### src/mmp_pkg.sv
// ----------------------------------------------------------------------------
// mmp_pkg: shared types and codes for the minibatch matrix product block
// Operation codes, configuration register indexes, controller states and the
// command/status bundles between the controller and the datapath.
// ----------------------------------------------------------------------------
package mmp_pkg;

    // Input operation codes
    typedef enum logic [1:0] {
        OP_LOAD_IN  = 2'd0,
        OP_LOAD_OUT = 2'd1,
        OP_LOAD_COR = 2'd2,
        OP_COMPUTE  = 2'd3
    } t_op;

    // Product modes
    typedef enum logic [1:0] {
        MODE_SCORE   = 2'd0,
        MODE_OUT_UPD = 2'd1,
        MODE_IN_UPD  = 2'd2,
        MODE_UNUSED  = 2'd3
    } t_mode;

    // Configuration register indexes
    typedef enum logic [1:0] {
        CFG_MODE   = 2'd0,
        CFG_HIDDEN = 2'd1,
        CFG_ROWS   = 2'd2,
        CFG_COLS   = 2'd3
    } t_cfg_idx;

    localparam int CFG_DATA_W = 7;
    typedef logic [CFG_DATA_W-1:0] t_cfg_data;

    // Field widths
    localparam int VAL_W = 16;
    localparam int PROD_W = 32;
    localparam int ACC_W = 48;

    typedef enum logic [1:0] {
        S_IDLE,
        S_RUN,
        S_DRAIN
    } t_state;

    // Controller to datapath
    typedef struct packed {
        logic load;
        logic start;
        logic step;
        logic finish;
    } t_cmd;

    // Datapath to controller
    typedef struct packed {
        logic run_done;
        logic pipe_busy;
        logic out_free;
    } t_status;

endpackage

### src/mmp_ctrl.sv
// ----------------------------------------------------------------------------
// mmp_ctrl: request sequencer
// Accepts requests, runs the multiply-accumulate loop for a compute request,
// waits for the pipeline to empty and the output register to be free and hands the result to it.
// ----------------------------------------------------------------------------
module mmp_ctrl (
    input  logic             i_clk,
    input  logic             i_rst_n,
    input  logic             i_in_valid,
    input  logic             i_is_compute,
    output logic             o_in_ready,
    input  mmp_pkg::t_status i_status,
    output mmp_pkg::t_cmd    o_cmd
);
    import mmp_pkg::*;

    t_state r_state;
    t_state n_state;

    // State register
    always_ff @(posedge i_clk) begin
        if (!i_rst_n) begin
            r_state <= S_IDLE;
        end else begin
            r_state <= n_state;
        end
    end

    // Next state and commands
    always_comb begin
        n_state    = r_state;
        o_in_ready = 1'b0;
        o_cmd      = '0;
        case (r_state)
            S_IDLE: begin
                o_in_ready = 1'b1;
                if (i_in_valid) begin
                    if (i_is_compute) begin
                        o_cmd.start = 1'b1;
                        n_state     = S_RUN;
                    end else begin
                        o_cmd.load = 1'b1;
                    end
                end
            end
            S_RUN: begin
                if (i_status.run_done) begin
                    n_state = S_DRAIN;
                end else begin
                    o_cmd.step = 1'b1;
                end
            end
            S_DRAIN: begin
                // last product lands in the accumulator, then the result moves out
                if (!i_status.pipe_busy && i_status.out_free) begin
                    o_cmd.finish = 1'b1;
                    n_state      = S_IDLE;
                end
            end
            default: begin
                n_state = S_IDLE;
            end
        endcase
    end

endmodule

### config.mk
export PLATFORM = sky130hd
export DESIGN_NAME = mmp_ctrl
export DESIGN_NICKNAME = d
export VERILOG_FILES = /design/src/mmp_pkg.sv /design/src/mmp_ctrl.sv
export SDC_FILE = /design/constraint.sdc
export NUM_CORES = 1
export LEC_CHECK = 0
export ABC_AREA = 1
export BUFFER_PORTS_ARGS = -buffer_cell sky130_fd_sc_hd__buf_2
export CAP_MARGIN = 20
export CORE_AREA = 3 3 40 42
export CTS_CLUSTER_SIZE = 12
export DETAILED_ROUTE_END_ITERATION = 8
export DIE_AREA = 0 0 43 45
export PLACE_DENSITY = 0.31
export SLEW_MARGIN = 20
export SYNTH_ARGS = -nofsm -noshare
export SYNTH_HDL_FRONTEND = slang
export SYNTH_SLANG_ARGS = --single-unit
export TNS_END_PERCENT = 10
### constraint.sdc
create_clock -name i_clk -period 1.22 [get_ports i_clk]
set_input_delay 0.061 -clock i_clk [delete_from_list [all_inputs] [get_ports i_clk]]
set_output_delay 0.061 -clock i_clk [all_outputs]
set_load 0.02 [all_outputs]
### After elaboration in Yosys (flattened, before gate mapping)

Cells that the tools add are included.

* flip-flop bits (word level): 2
* output and inout port bits: 5
* word-level logic and storage cells: 25

* eq/ne operators: 6
* mux-type cells: 14
* reductions and logical operators: 4

Operator list (number)
* $mux W2: 6
* $ne A2 B2 Y1 const B: 4
* $mux W1: 7
* $pmux W2 S3: 1
* $reduce_and A4 Y1: 1
* $eq A2 B1 Y1 const B: 1
* $eq A2 B2 Y1 const B: 1
* $logic_not A2 Y1: 1
* $logic_and A1 B1 Y1: 1
* $logic_not A1 Y1: 1

### Depth between registers and ports, before layout

* depth in word-level cells: 4
* gate-level depth with buffers: 4
* depth with buffers taken out: 4

### Worst setup path after synthesis

No wires, ideal clock.

* kind: register -> output
* start: register r_state[0]
* end: output port o_cmd[3] (netlist name)
* arrival: 0.957 ns
* required time: 1.159 ns
* setup slack: 0.202 ns
* stages on the path, launching flop included: 4
* path through: dfxtp_1 > nor2_2 > nand2_1 > nor2_1

RTL lines
* start: declaration: line mmp_ctrl.sv:17 `t_state r_state;`
* start signal: assignment: line mmp_ctrl.sv:25 `r_state <= n_state;`
* end: declaration: line mmp_ctrl.sv:13 `output mmp_pkg::t_cmd o_cmd`

==> flow_metrics.py <==
metrics = {
    "setup_path": {
        "worstPathRequired_ns": 1.16,
        "critPathBufInv": 2,
        "setup.worst_path.start_class": "register",
        "end_kind": "output port",
        "arrival_ns": 1.06,
        "critPathMaxFanout": 4,
        "crit_path_cell_trace": "inv_1 > nor3_1 > buf_2",
        "crit_family": "flip-flops",
        "crit_slowest_cell": "dfxtp_1",
        "r2r-start": "r_state[0]",
        "crit_type": "register to output port",
        "crit_start": "r_state[1]",
        "max_stage_delay_ns": 0.36,
    },
    "timing": {
        "period_share_pct": 91.8,
        "setup_viol": 0,
        "tns_ns": 0,
        "post-route-min-period_ns": 1.12,
        "slew_headroom_pct": 84.6,
        "fin_skew_ns": 0.00130,
        "hold_violations": 0,
        "rsz0062_at_grt": "no",
        "final_max_slew_viol_count": 0,
        "tightest_slew_ns": 0.231,
        "timing.fmax_mhz": 893,
    },
    "routing": {
        "drt_wl_total_um": 351,
        "initialDrtViolationCount": 0,
        "drc": 0,
        "vias": 168,
        "avgRoutedWirePerCell_um": 6.88,
        "antenna_left": 0,
        "routed_via_density": 3.29,
        "first_pass_iters": 1,
    },
    "logic_synthesis": {
        "ys_seq_elements": 2,
        "synth.area.mux_share_pct": 0,
        "syn_nets": 29,
        "yosys.area_share.adder_pct": 0,
        "synth_top_family_by_area": "simple AND/OR/NAND/NOR gates",
        "synth-compound-area-share_pct": 10.6,
        "synth.distinct_cells": 10,
        "netlist_area_um2": 130,
        "avgSynthCellArea_um2": 5.91,
        "synth-simple-area-share_pct": 38.5,
        "synth_xor_area_share_pct": 0,
        "syn_inst": 22,
        "yosysWarnings": 0,
        "ys_seq_area_share_pct": 30.8,
    },
    "layout": {
        "nNetsFinal": 45,
        "drive_above_1_share_pct": 47.2,
        "regMostFlops": "r_state",
        "reg.largest.list": "r_state x2",
        "syn2layout_area_growth_pct": 77.9,
        "largest_reg_flops": 2,
        "antenna_cells": 0,
        "layout_common_cells": "buf_2, inv_1, nand2_1, clkbuf_4",
        "layout_commonest_cell": "buf_2",
    },
    "clock_tree": {
        "clock_latency_ns": 0.22,
        "cts_setup_buffers": 0,
        "cts.sinks": 2,
        "clockBufferDepth": 2,
        "cts-resized-gates": 0,
        "clk_pin_slew_ns": 0.03,
        "cts_root_buf": "clkbuf_4",
        "cts_hold_buf": 0,
        "numCtsBuffers": 3,
        "cts_tree": "done",
        "h-tree-depth": 1,
    },
    "power": {
        "pwr-share-comb_pct": 18.9,
        "p_sw_share_pct": 26.6,
        "clkPwrFrac_pct": 53.8,
        "pwr_density_cell_nw_per_um2": 1170,
        "seq_power_share_pct": 27.3,
        "peakVddDrop_mv": 0.384,
        "total_power_uw": 270,
        "switching_power_uw": 71.8,
        "p_int_uw": 198,
        "p_leak_uw": 0.000145,
    },
    "grt": {
        "gr-usage-all-layers_pct": 5.32,
        "overflow": 0,
        "antenna_found_initial": 0,
        "grt_pass1_wl_um": 648,
        "grt_max_degree": 6,
        "grt_pass1_vias": 172,
    },
    "status": {
        "status": "finished clean",
    },
    "min_path": {
        "holdCritStartpoint": "i_rst_n",
        "min_path_type": "input port to register",
    },
    "run": {
        "cap_violations": 0,
    },
    "floorplanning": {
        "row_count": 13,
        "dieHeight_um": 45,
        "core_um2": 1280,
        "dieArea_um2": 1940,
        "pin_count": 12,
        "die_w_um": 43,
        "initial_core_util_pct": 10.1,
    },
    "placed_design": {
        "numPortBuffers": 11,
        "gp_congestion": 0.627,
    },
}
cell type report:
| class | count | area (um2) |
|---|---|---|
| flip-flops and latches | 2 | 40.0 |
| well taps | 15 | 18.8 |
| repair buffers | 11 | 55.1 |
| multi-input cells | 13 | 68.8 |
| inverters | 7 | 26.3 |
| fillers | 144 | 1050 |
| clock buffers | 3 | 22.5 |
kinds of logic after synthesis:
logic type             count (synthesis)
AO/OA/AOI/OAI                          2
AND/OR/NAND/NOR                       11
flip-flops                             2
buffers and inverters                  7
through the flow:
step	hold WS, ns	std cells	setup slack (ns)	utilization [%]	instance area (um2)
floorplan	0.201	22	0.202	-	130
global route	0.0985	51	0.0203	18.0	231
detailed placement	0.314	48	0.354	15.9	204
CTS	0.0750	51	0.107	17.6	226
finish	0.0879	51	0.100	18.0	231
global placement	0.316	48	0.350	15.9	204
routing by layer:
layer / vias to the layer above / track usage (%) / part of all wire, %
li1: 93 / - / -
met1: 59 / 5.74 / 51
met2: 14 / 5.39 / 26
met4: 0 / 5.42 / 3.1
met3: 2 / 5.18 / 19
met5: - / 0 / 0
worst min-delay path, stage by stage:
cell and delay [ns]:
buf_2 0.07, inv_1 0.05, a21oi_2 0.09
final timing paths:
path,to,slack [ns],cells after the start
setup / recovery,o_cmd[0],0.10,3
hold / removal,r_state[0],0.09,3
setup reg to reg,r_state[0],0.44,2
hold reg to reg,r_state[1],0.57,2
synthesized netlist by cell type (all sizes together):
library cell	n	area (um2)
nand3	2	10.0
dfxtp	2	40.0
nor3	1	5.00
nor2	3	13.8
a21oi	2	13.8
nand2	5	21.3
inv	7	26.3
power by group through the flow:
stage | Clock, uW | Combinational (uW) | Sequential, uW
after floorplan | 0 | 30.1 | 72.7
after global placement | 0 | 51.3 | 73.7
after detailed placement | 0 | 50.8 | 73.5
after CTS | 156 | 51.1 | 72.7
after global routing | 166 | 58.5 | 74.4
final | 145 | 51.0 | 73.8
(Power assumes the default switching activity.)
